`src/minkowski_distance_accumulator_unit_defines.svh`:
```
// Assertion macros used by the top-level RTL
`ifndef MINKOWSKI_DISTANCE_ACCUMULATOR_UNIT_DEFINES_SVH
`define MINKOWSKI_DISTANCE_ACCUMULATOR_UNIT_DEFINES_SVH

`ifndef NO_ASSERTIONS
`define MDACC_ASSERT(lbl, clk, rst, prop, msg) \
  lbl: assert property (@(posedge clk) disable iff (rst) prop) else $error(msg);
`define MDACC_NEVER(lbl, clk, rst, expr, msg) \
  lbl: assert property (@(posedge clk) disable iff (rst) !(expr)) else $error(msg);
`else
`define MDACC_ASSERT(lbl, clk, rst, prop, msg)
`define MDACC_NEVER(lbl, clk, rst, expr, msg)
`endif

`endif

```
`src/mdacc_ifs.sv`:
```
`timescale 1ns / 1ps
`default_nettype none
interface mdacc_in_if #(parameter int DW = 32);
  logic          valid;
  logic          ready;
  logic [DW-1:0] x_elem;
  logic [DW-1:0] y_elem;
  logic          last_elem;
  modport source(output valid, x_elem, y_elem, last_elem, input ready);
  modport sink(input valid, x_elem, y_elem, last_elem, output ready);
endinterface

`default_nettype wire

```
`src/mdacc_front.sv`:
```
`timescale 1ns / 1ps
`default_nettype none
module mdacc_front #(
  parameter int DW = 32
) (
  mdacc_in_if.sink     in_ch,
  input  logic         q_full,
  output logic         q_push,
  output logic [DW+1:0] q_entry
);
  logic signed [DW:0] diff;
  logic [DW-1:0] mag;

  assign diff = $signed({in_ch.x_elem[DW-1], in_ch.x_elem})
              - $signed({in_ch.y_elem[DW-1], in_ch.y_elem});
  // |x-y| never exceeds 2^DW-1
  always_comb begin
    logic [DW:0] neg;
    neg = -diff;
    mag = diff[DW] ? neg[DW-1:0] : diff[DW-1:0];
  end

  assign in_ch.ready = !q_full;
  assign q_push  = in_ch.valid && !q_full;
  // entry: last, zero, magnitude
  assign q_entry = {in_ch.last_elem, (mag == '0), mag};
endmodule
`default_nettype wire

```
`src/flat_wrapper.sv`:
```
// flat-port wrapper written by rule: the top's interface ports become plain ports
module mdacc_front_flat 
#(
  parameter int DW = 32
)
  (q_full, q_push, q_entry, in_ch_valid, in_ch_x_elem, in_ch_y_elem, in_ch_last_elem, in_ch_ready);
  mdacc_in_if #(.DW(DW)) in_ch_i ();
  input  logic q_full;
  output logic q_push;
  output logic [DW+1:0] q_entry;
  input wire logic [$bits(in_ch_i.valid)-1:0] in_ch_valid;
  input wire logic [$bits(in_ch_i.x_elem)-1:0] in_ch_x_elem;
  input wire logic [$bits(in_ch_i.y_elem)-1:0] in_ch_y_elem;
  input wire logic [$bits(in_ch_i.last_elem)-1:0] in_ch_last_elem;
  output wire logic [$bits(in_ch_i.ready)-1:0] in_ch_ready;
  assign in_ch_i.valid = in_ch_valid;
  assign in_ch_i.x_elem = in_ch_x_elem;
  assign in_ch_i.y_elem = in_ch_y_elem;
  assign in_ch_i.last_elem = in_ch_last_elem;
  assign in_ch_ready = in_ch_i.ready;
  mdacc_front #(.DW(DW)) u_core (.in_ch(in_ch_i), .q_full(q_full), .q_push(q_push), .q_entry(q_entry));
endmodule
```
`config.mk`:
```
export PLATFORM = sky130hd
export DESIGN_NAME = mdacc_front_flat
export DESIGN_NICKNAME = d
export VERILOG_FILES = /design/src/minkowski_distance_accumulator_unit_defines.svh /design/src/mdacc_ifs.sv /design/src/mdacc_front.sv /design/src/flat_wrapper.sv
export SDC_FILE = /design/constraint.sdc
export NUM_CORES = 1
export LEC_CHECK = 0
export BUFFER_PORTS_ARGS = -buffer_cell sky130_fd_sc_hd__clkbuf_2
export CORE_MARGIN = 2
export CORE_UTILIZATION = 44
export DETAILED_ROUTE_END_ITERATION = 8
export PLACE_DENSITY = 0.7
export SLEW_MARGIN = 25
export SYNTH_ARGS = -nofsm -noshare
export SYNTH_HDL_FRONTEND = slang
export SYNTH_SLANG_ARGS = --single-unit
```
`constraint.sdc`:
```
create_clock -name vclk -period 7.1
set_clock_uncertainty 0.05 [all_clocks]
set_input_delay 1.42 -clock vclk [all_inputs]
set_output_delay 1.42 -clock vclk [all_outputs]
set_load 0.05 [all_outputs]
```
Word-level counts from Yosys, hierarchy flattened
Cells that the tools add are included.
Widths: inputs -> output; s select.
- memories: 0
- bits in read-only memories: 0
- logic and storage cells: 6
- bits in latches: 0
- memory bits (writable): 0
- bits in registers: 0
- bitwise operators: 0
- equality and inequality tests: 0
- reductions and logical operators: 3
- multipliers: 0
- muxes and demuxes: 1
- div/mod/pow operators: 0
- $lt $le $gt $ge: 0
- shift-type cells: 0
- add/sub/neg operators: 2
- operator list (kind ; count):
    $sub 32x32->33 ; 1
    $logic_not 32->1 ; 1
    $mux 32 ; 1
    $neg 32->32 ; 1
    $logic_and 1x1->1 ; 1
    $logic_not 1->1 ; 1

Longest topological paths before layout
- depth in word-level cells: 4
- gate-level depth with buffers: 17
- depth with buffers taken out: 16

Least setup slack after synthesis
OpenSTA, ideal clock, no wires.
- kind: input to output
- from: in in_ch_x_elem[0]
- to: out q_entry[32]
- path slack: -764 ps
- data required time: 5630 ps
- arrival time: 6394 ps
- cell stages on the path: 16
- cell sequence: inv_1 > ha_1 > inv_1 > fa_1 > a21o_1 > a221o_1 > a21o_1 > a2111oi_4 > nor3_2 > or4_4 > nor4b_4 > nor3b_2 > nor2_1 > xor2_1 > or4_1 > nor4_2
- word-level cells in the longest chain between the ends: 4
- ends and longest elaborated chain (element ; line ; source):
    from (decl) ; flat_wrapper.sv:12 ; input wire logic [$bits(in_ch_i.x_elem)-1:0] in_ch_x_elem;
    $sub 32x32->33 (*) ; mdacc_front.sv:15 ; - $signed({in_ch.y_elem[DW-1], in_ch.y_elem});
    $neg 32->32 ; mdacc_front.sv:19 ; neg = -diff;
    $mux 32 (*) ; mdacc_front.sv:20 ; mag = diff[DW] ? neg[DW-1:0] : diff[DW-1:0];
    net q_entry[27] ; flat_wrapper.sv:10 ; output logic [DW+1:0] q_entry;
    $logic_not 32->1 (*) ; mdacc_front.sv:26 ; assign q_entry = {in_ch.last_elem, (mag == '0), mag};
    to (decl) ; flat_wrapper.sv:10 ;
The timed path passes the listed nets; every way through them passes the cells marked *.

Final worst setup path
- from: in in_ch_x_elem[0]
- to: out q_entry[32]
- word-level cells in the longest chain between the ends: 4
- ends and longest elaborated chain (element ; line):
    $sub 32x32->33 (*) ; mdacc_front.sv:15
    $neg 32->32 ; mdacc_front.sv:19
    $mux 32 (*) ; mdacc_front.sv:20
    $logic_not 32->1 (*) ; mdacc_front.sv:26
Every way passes the cells marked *; elsewhere a longest branch is shown, timed or not.

==> run metrics <==
register area=0 um2; Final min period=7090 ps; Routability Congestion=0.869; PwrDens=187 nW/um2; Startpoint Class=primary input; Overall Global Routing Usage=23.8%; max-slew violations=0; LEAKAGE=2.17 nW; clock buffer count=0; setup ws final=7.59 ps; layout cell share with drive strength beyond 1=31.2%; final hold viol count=0; DRT iter0 DRCs=190; maxcap violations=0; Mean Syn Cell Area=6.44 um2; number of synthesis warnings=0; commonest non-fill, non-tap cell in the layout=clkbuf_2; Die Wd=92.1 um; Yosys cell types=66; worst-path maximum fanout=5; Die Height=92.1 um; diode count=0; PortBufs=101; DR DRC count=0; I/O pin total=103; Vias=4291; Syn Nets=631; Total Nets Final=754; setup TNS=0 ps; Mapped Area=3410 um2; core area=7610 um2; DRT Pass-1 Iters=5; outcome=complete, no violations; Post-Syn Instances=530; pre-CTS setup slack=-106 ps; RSZ-0062 raised after global routing=yes; routed vias/inst=5.70; Worst Hold Class=primary input to output port; sequential cell count=0; worst hold margin=2790 ps; Slew Limit Headroom=35.1%; DRT antenna net count=0; Post-DP HPWL=8.78 mm; Peak VDD IR=0.0612 mV; CP endpoint kind=output port; routed len/inst=13.9 um; overall routed net length=10.5 mm; sequential area share after synthesis=0%; most frequent cells in the layout=clkbuf_2 (100), nand2_1 (54), a21oi_1 (44), buf_4 (44), inv_1 (41); Initial Util=44.9%; max frequency=0.141 GHz; critical path arrival=5620 ps; grt total ovfl=0; Die ar.=8480 um2; slew at the pin closest to its max-slew limit=963 ps; Critical Setup Path Class=primary input to output port; area delta synth->final=36.1%; hold_buf cts=0; vias in the first global route=3838; Period Utilization, post-route=99.9%; Worst Path Required=5630 ps; initial antenna violation count=0; Row Count=32; first-pass GRT wire length=17.5 mm; setup violators final=0; largest net degree at the start of global routing=23
-- final timing paths --
check	startpoint	to	slack, ps	cells after the start
worst min-delay path	in_ch_last_elem	q_entry[33]	2790	0
worst max-delay path	in_ch_x_elem[0]	q_entry[32]	8	19
-- cell usage after synthesis, types with 3 or more instances --
master	n	area, um2
nand2_1	54	203
a21oi_1	46	230
inv_1	43	161
nor2_1	41	154
xnor2_1	34	298
ha_1	33	413
clkbuf_1	23	86.3
o21ai_0	22	110
xor2_1	20	175
a21o_1	14	105
a31oi_1	14	87.6
nand3_1	13	65.1
and2_1	12	75.1
nor3_1	12	60.1
and3_1	9	56.3
nand4_1	9	56.3
o211ai_1	9	67.6
or3_1	9	56.3
o31ai_1	8	60.1
o21a_1	7	52.6
o21ai_1	6	30.0
or4_1	6	45.0
nor2b_1	5	31.3
nor4_1	5	31.3
a2111oi_0	4	35.0
a211oi_1	4	30.0
o22ai_1	4	25.0
or2_2	4	25.0
a32oi_1	3	26.3
and4_1	3	26.3
buf_2	3	15.0
mux2_2	3	33.8
nor3_2	3	30.0
-- area by class of cell --
class	instances	area, um2
Tap cell	102	128
Timing Repair Buffer	148	893
Fill cell	749	2960
Inverter	43	161
Multi-Input combinational cell	460	3460
-- power by group --
| part | internal (mW) | total (mW) | switching, mW | leakage [nW] |
|---|---|---|---|---|
| logic | 0.284 | 0.869 | 0.585 | 2.17 |
| registers | 0 | 0 | 0 | 0 |
| clock network | 0 | 0 | 0 | 0 |
-- metrics by stage --
stage / area, um2 / utilization [%] / std cells / total power [mW]
floorplan: 3610 / - / 530 / 0.641
global placement: 4420 / 58.1 / 742 / 0.827
detailed placement: 4420 / 58.1 / 742 / 0.838
CTS: 4540 / 59.6 / 747 / 0.854
global route: 4640 / 61.0 / 753 / 0.932
finish: 4640 / 61.0 / 753 / 0.869
-- timing repair --
action | 4_1_cts | 5_1_grt
gates resized for setup | 15 | 13
endpoints found under the setup margin | 1 | 2
hold endpoints to repair | 0 | 0
buffers inserted | 5 | 6
pin swaps | 15 | 19
-- cell families after synthesis --
kind of cell | synth area share [%]
muxes | 1.58
adders and majority gates | 12.7
xor gates and xnor gates | 13.9
and+or+nand+nor | 31.1
buffers and inverters | 7.92
AOI/OAI and AO/OA | 32.9
-- worst max-delay path, stage by stage --
cell and delay, ps:
clkbuf_2 90, inv_2 60, ha_4 130, inv_2 30, fa_2 330, a21o_1 200
a221o_1 360, a21o_1 190, xor2_1 160, or4b_4 520, buf_4 180, nor3_4 200
buf_12 150, nand4b_1 170, o31ai_4 300, xnor2_4 90, or4_4 560, nor4_4 320
buf_12 180
-- routing by layer --
metal	share of wire (%)	wire length, um	track usage (%)	vias to the layer above
met3	5.0	522	0.411	2
li1	-	-	-	2184
met4	0.22	23	1.24	0
met2	47	4910	40.7	117
met1	48	5010	35.1	1988
met5	0	0	0	-
Power figures use the tool's default switching activity.
