==> config.mk <==
export PLATFORM = sky130hd
export DESIGN_NAME = mdacc_queue
export DESIGN_NICKNAME = d
export VERILOG_FILES = /design/src/minkowski_distance_accumulator_unit_defines.svh /design/src/mdacc_queue.sv
export SDC_FILE = /design/constraint.sdc
export NUM_CORES = 1
export LEC_CHECK = 0
export BUFFER_PORTS_ARGS = -buffer_cell sky130_fd_sc_hd__buf_4
export CAP_MARGIN = 20
export CELL_PAD_IN_SITES_DETAIL_PLACEMENT = 0
export CELL_PAD_IN_SITES_GLOBAL_PLACEMENT = 1
export CORE_MARGIN = 5
export CORE_UTILIZATION = 40
export DETAILED_ROUTE_END_ITERATION = 6
export PLACE_DENSITY = 0.73
export SYNTH_ARGS = -nofsm -noshare
export SYNTH_HDL_FRONTEND = slang
export SYNTH_SLANG_ARGS = --single-unit
==> constraint.sdc <==
create_clock -name clk -period 1.91 [get_ports clk]
set_input_delay 0.382 -clock clk [delete_from_list [all_inputs] [get_ports clk]]
set_output_delay 0.382 -clock clk [all_outputs]
set_load 0.1 [all_outputs]
==> src/minkowski_distance_accumulator_unit_defines.svh <==
// Assertion macros used by the top-level RTL
`ifndef MINKOWSKI_DISTANCE_ACCUMULATOR_UNIT_DEFINES_SVH
`define MINKOWSKI_DISTANCE_ACCUMULATOR_UNIT_DEFINES_SVH

`ifndef NO_ASSERTIONS
`define MDACC_ASSERT(lbl, clk, rst, prop, msg) \
  lbl: assert property (@(posedge clk) disable iff (rst) prop) else $error(msg);
`define MDACC_NEVER(lbl, clk, rst, expr, msg) \
  lbl: assert property (@(posedge clk) disable iff (rst) !(expr)) else $error(msg);
`else
`define MDACC_ASSERT(lbl, clk, rst, prop, msg)
`define MDACC_NEVER(lbl, clk, rst, expr, msg)
`endif

`endif

==> src/mdacc_queue.sv <==
`timescale 1ns / 1ps
`default_nettype none
module mdacc_queue #(
  parameter int W = 34,
  parameter int DEPTH = 4
) (
  input  logic                       clk,
  input  logic                       rst,
  input  logic                       push,
  input  logic [W-1:0]               wdata,
  input  logic                       pop,
  output logic [W-1:0]               rdata,
  output logic                       not_empty,
  output logic                       full,
  output logic [$clog2(DEPTH+1)-1:0] count
);
  localparam int PW = $clog2(DEPTH);
  localparam int CW = $clog2(DEPTH+1);

  logic [W-1:0]  mem [DEPTH];
  logic [PW-1:0] wr_ptr;
  logic [PW-1:0] rd_ptr;

  assign not_empty = (count != '0);
  assign full      = (count == CW'(DEPTH));
  assign rdata     = mem[rd_ptr];

  always_ff @(posedge clk) begin
    if (push) mem[wr_ptr] <= wdata;
  end

  always_ff @(posedge clk) begin
    if (rst) begin
      wr_ptr <= '0;
      rd_ptr <= '0;
      count  <= '0;
    end else begin
      if (push) wr_ptr <= (wr_ptr == PW'(DEPTH-1)) ? '0 : wr_ptr + 1'b1;
      if (pop)  rd_ptr <= (rd_ptr == PW'(DEPTH-1)) ? '0 : rd_ptr + 1'b1;
      if (push && !pop) count <= count + 1'b1;
      else if (pop && !push) count <= count - 1'b1;
    end
  end
endmodule
`default_nettype wire

Yosys cells after proc, flatten, opt, wreduce, memory -nomap -nowiden
Memories as Yosys holds them, arrays and structs flattened. A register that Yosys moved wholly into a read port is not among the register bits.
Cells that the tools add are included.
- flip-flop bits (word level): 7
- memories: 1
- input bits: 38
- logic and storage cells: 25
- output and inout bits: 39
- memory bits (writable): 136
- memory list (name ; words ; width ; rd ports ; clocked after Yosys merged registers in ; wr ports ; RTL line ; text):
    mem ; 4 ; 34 ; 1 ; 1 ; 1 ; mdacc_queue.sv:20 ; logic [W-1:0] mem [DEPTH];
- equality and inequality tests: 3
- $add $sub $neg: 4
- multiplexer cells: 8
- reduce and logical (&&, ||, !) cells: 6
- operator list (operator ; count):
    2-bit two-way mux ; 4
    3-bit two-way mux ; 2
    2-bit by 1-bit adder with 2-bit output (second input constant) ; 2
    2-bit equality test (second input constant) ; 2
    3-bit by 1-bit adder with 3-bit output (second input constant) ; 1
    3-bit equality test (second input constant) ; 1
    3-bit nonzero test ; 1
    3-bit by 1-bit subtractor with 3-bit output (second input constant) ; 1
    1-bit logical AND ; 2
    1-bit logical NOT ; 2
    1-bit two-way mux ; 2
    2-bit nonzero test ; 1

Depth between registers and ports, before layout
- depth after elaboration: 4
- mapped depth: 7
- mapped depth without buffers: 7

Worst setup path after synthesis
Ideal clock, no wire load.
- path kind: register -> output
- start: register count[2]
- end: output port full
- buffers on the path: 0
- arrival: 3.269 ns
- required time: 1.528 ns
- stages on the path, launching flop included: 2
- slack: -1.741 ns
- cells stage by stage: dfxtp_1 nor3b_1
- word-level cells in the longest chain between the ends: 1
- ends and longest elaborated chain (what ; RTL line ; text):
    start: declaration ; mdacc_queue.sv:15 ; output logic [$clog2(DEPTH+1)-1:0] count
    start signal: assignment ; mdacc_queue.sv:40 ; if (push && !pop) count <= count + 1'b1;
    start signal: assignment ; mdacc_queue.sv:41 ; else if (pop && !push) count <= count - 1'b1;
    3-bit equality test ; mdacc_queue.sv:25 ; assign full = (count == CW'(DEPTH));
    end: declaration ; mdacc_queue.sv:14 ; output logic full,
Every way passes these cells.

==> results.sh <==
export IMPL_status="finished, violations left"
export IMPL_violations="negative setup slack"
export IMPL_place_congestion=0.699
export IMPL_max_freq_mhz=462
export IMPL_avgSynthCellArea_um2=24.2
export IMPL_fin_setup_tns_ps=-7450
export IMPL_dpl_hpwl_um=5590
export IMPL_cts_sinks=145
export IMPL_cts_htree_levels=4
export IMPL_top_layer="met4"
export IMPL_crit_path_start_kind="register"
export IMPL_arrival_ps=1780
export IMPL_port_buffers=76
export IMPL_fillers=1048
export IMPL_hold_depth=1
export IMPL_die_h_um=126
export IMPL_cts_root_buf="clkbuf_16"
export IMPL_drc=0
export IMPL_final_cells=509
export IMPL_cts_inserted_buffers=17
export IMPL_hold_violations=0
export IMPL_dieWidth_um=126
export IMPL_slew_headroom_pct=36.4
export IMPL_finalMaxSlewViolations=0
export IMPL_reg2reg_depth=3
export IMPL_path_class="reg -> out"
export IMPL_cp_top_family="multiplexers"
export IMPL_syn_nets=268
export IMPL_worst_slew_pin_slew_ps=955
export IMPL_setup_viol=34
export IMPL_regToRegEndpoint="mem[2][17]"
export IMPL_worstHoldStart="wdata[15]"
export IMPL_slowest_delay_ps=550
export IMPL_nNetsFinal=365
export IMPL_grt_pass1_wl_um=14500
export IMPL_powerDensity_mw_per_mm2=1210
export IMPL_antenna_found_initial=0
export IMPL_yosysWarningCount=0
export IMPL_overflow=0
export IMPL_grt_max_degree=35
export IMPL_wl_met3_um=421
export IMPL_grt_use_total_pct=12.3
export IMPL_ios=77
export IMPL_design_area_mm2=0.00702
export IMPL_first_global_vias=2645
export IMPL_hold_path_end="mem[1][15]"
export IMPL_ys_types=19
export IMPL_finalCriticalPeriod_ps=2160
export IMPL_wl_per_cell_um=18.2
export IMPL_synth_seq_cells=145
export IMPL_core_area_mm2=0.0132
export IMPL_cp_num_cells=3
export IMPL_reg2reg_from="wr_ptr[0]"
export IMPL_dpl_instance_area_mm2=0.00621
export IMPL_synthCells=223
export IMPL_rsz0062_at_grt="true"
export IMPL_layout_setup_ws_ps=-253
export IMPL_area_delta_synth_final_pct=30.0
export IMPL_syn_cell_area_mm2=0.00540
export IMPL_ir_drop_uv=783
export IMPL_crit_buf_inv=2
export IMPL_antenna_left=0
export IMPL_seq_area_mm2=0.00427
export IMPL_crit_chain="buf_12 -> mux4_2 -> buf_6"
export IMPL_diodes=0
export IMPL_drt_iter0_markers=126
export IMPL_hold_path_class="in -> reg"
export IMPL_cts_tree="yes"
export IMPL_die_area_mm2=0.0159
export IMPL_placed_cells=474
export IMPL_start_util_pct=40.8
export IMPL_p_leak_uw=0.00245
export IMPL_r2r_slack_ps=160
export IMPL_vias=2451
export IMPL_via_per_inst=4.82
export IMPL_slowest_stage="mux4_2"
export IMPL_path_max_fanout=14
export IMPL_cts_buffer_depth=2
export IMPL_drive_above_1_share_pct=47.1
export IMPL_wl_met2_um=4710
export IMPL_hold_buffers=0
export IMPL_maxCapViolCount=0
export IMPL_post_route_period_util_pct=113
export IMPL_wl_met1_um=3990
export IMPL_path_clk_slew_ps=50
export IMPL_drt_first_pass_iters=4
export IMPL_num_rows=42
export IMPL_wirelength_um=9260
export IMPL_end_kind="output port"
export IMPL_required_ps=1530
export IMPL_clk_latency_ps=410
export IMPL_skew_ps=11.2
export IMPL_ys_seq_area_share_pct=79.0
export IMPL_multiInputGateArea_mm2=0.00103
==> power breakdown <==
part	total [uW]	internal (uW)	switching [uW]
Clock	3180	2020	1160
Sequential	3680	3630	53.5
Combinational	1640	498	1140
==> layout by cell type, fill, tap and decap left out, types with 2 or more instances in the layout <==
cell type | synthesis | layout
a21oi_1 | 3 | 3
and2_2 | 0 | 4
buf_12 | 3 | 8
buf_4 | 0 | 46
buf_6 | 1 | 25
buf_8 | 0 | 6
bufinv_16 | 0 | 3
clkbuf_16 | 0 | 17
clkinv_1 | 0 | 4
clkinv_2 | 0 | 5
dfxtp_1 | 9 | 4
dfxtp_2 | 0 | 4
edfxtp_1 | 136 | 136
ha_1 | 6 | 6
inv_1 | 5 | 5
mux2i_1 | 3 | 3
mux4_2 | 30 | 34
nor2_1 | 6 | 6
nor3b_1 | 3 | 2
or3_1 | 2 | 2
xor2_1 | 2 | 2
==> stage by stage <==
stage                     power, uW  setup slack [ps]  utilization [%]  hold slack [ps]
after floorplan                4910             -69.4                -              444
after global placement         5240               110             46.9              487
after detailed placement       5260              43.5             46.9              503
after CTS                      8600              -300             53.0              151
after global routing           8780              -324             53.0              156
final                          8500              -253             53.0              170
==> worst max path at each step <==
| stage | startpoint | endpoint | slack (ps) |
|---|---|---|---|
| 2_1_floorplan | count[2] | full | -70 |
| 4_1_cts | register | rdata[3] | -300 |
| 6_report | register | rdata[16] | -250 |
| 5_1_grt | register | rdata[16] | -320 |
| 3_3_place_gp | pop | count[2] | 110 |
| 3_5_place_dp | pop | count[2] | 40 |
==> what timing repair did <==
action,CTS,global route
gates resized for setup,48,8
gates cloned,2,0
setup buffers,2,0
setup endpoints to repair,34,34
==> worst register-to-register path, cell delays in order, from the launching register on <==
cell,delay (ps)
dfxtp_1,350
inv_1,90
ha_1,140
and2_2,770
==> Yosys cell counts (all sizes together) <==
cell	number	area [um2]
edfxtp	136	4080
mux4	34	781
dfxtp	9	180
buf	7	86.3
ha	6	75.1
nor2	6	22.5
inv	5	18.8
and2	4	25.0
a21oi	3	15.0
mux2i	3	30.0
nor3b	3	22.5
or3	2	12.5
xor2	2	17.5
clkbuf	1	3.75
fa	1	20.0
o21ai	1	5.00
==> state kept, by name (all words and copies together) (netlist names), named ones only <==
register / flops
rd_ptr: 2
mem: 136
wr_ptr: 2
count: 3
==> final cells by class <==
cell class	count	area share, %
flip-flops and latches	145	60.9
multi-input cells	65	14.6
repair buffers	86	12.9
clock buffers	18	6.11
well taps	176	3.14
clock inverters	14	2.09
inverters	5	0.267
==> metal layers <==
metal	vias to the layer above	GRT usage [%]
met3	12	4.45
met2	59	19.4
li1	1123	-
met5	-	0
met4	0	5.11
met1	1257	15.6
==> kinds of logic after synthesis <==
family | after synthesis | synth area share [%]
AND/OR/NAND/NOR | 15 | 1.53
adder cells (fa/ha/maj) | 7 | 1.76
flip-flops | 145 | 79.0
AO/OA/AOI/OAI | 4 | 0.371
multiplexers | 37 | 15.0
buffers and inverters | 13 | 2.02
XOR/XNOR | 2 | 0.325
Power figures use the tool's default switching activity.
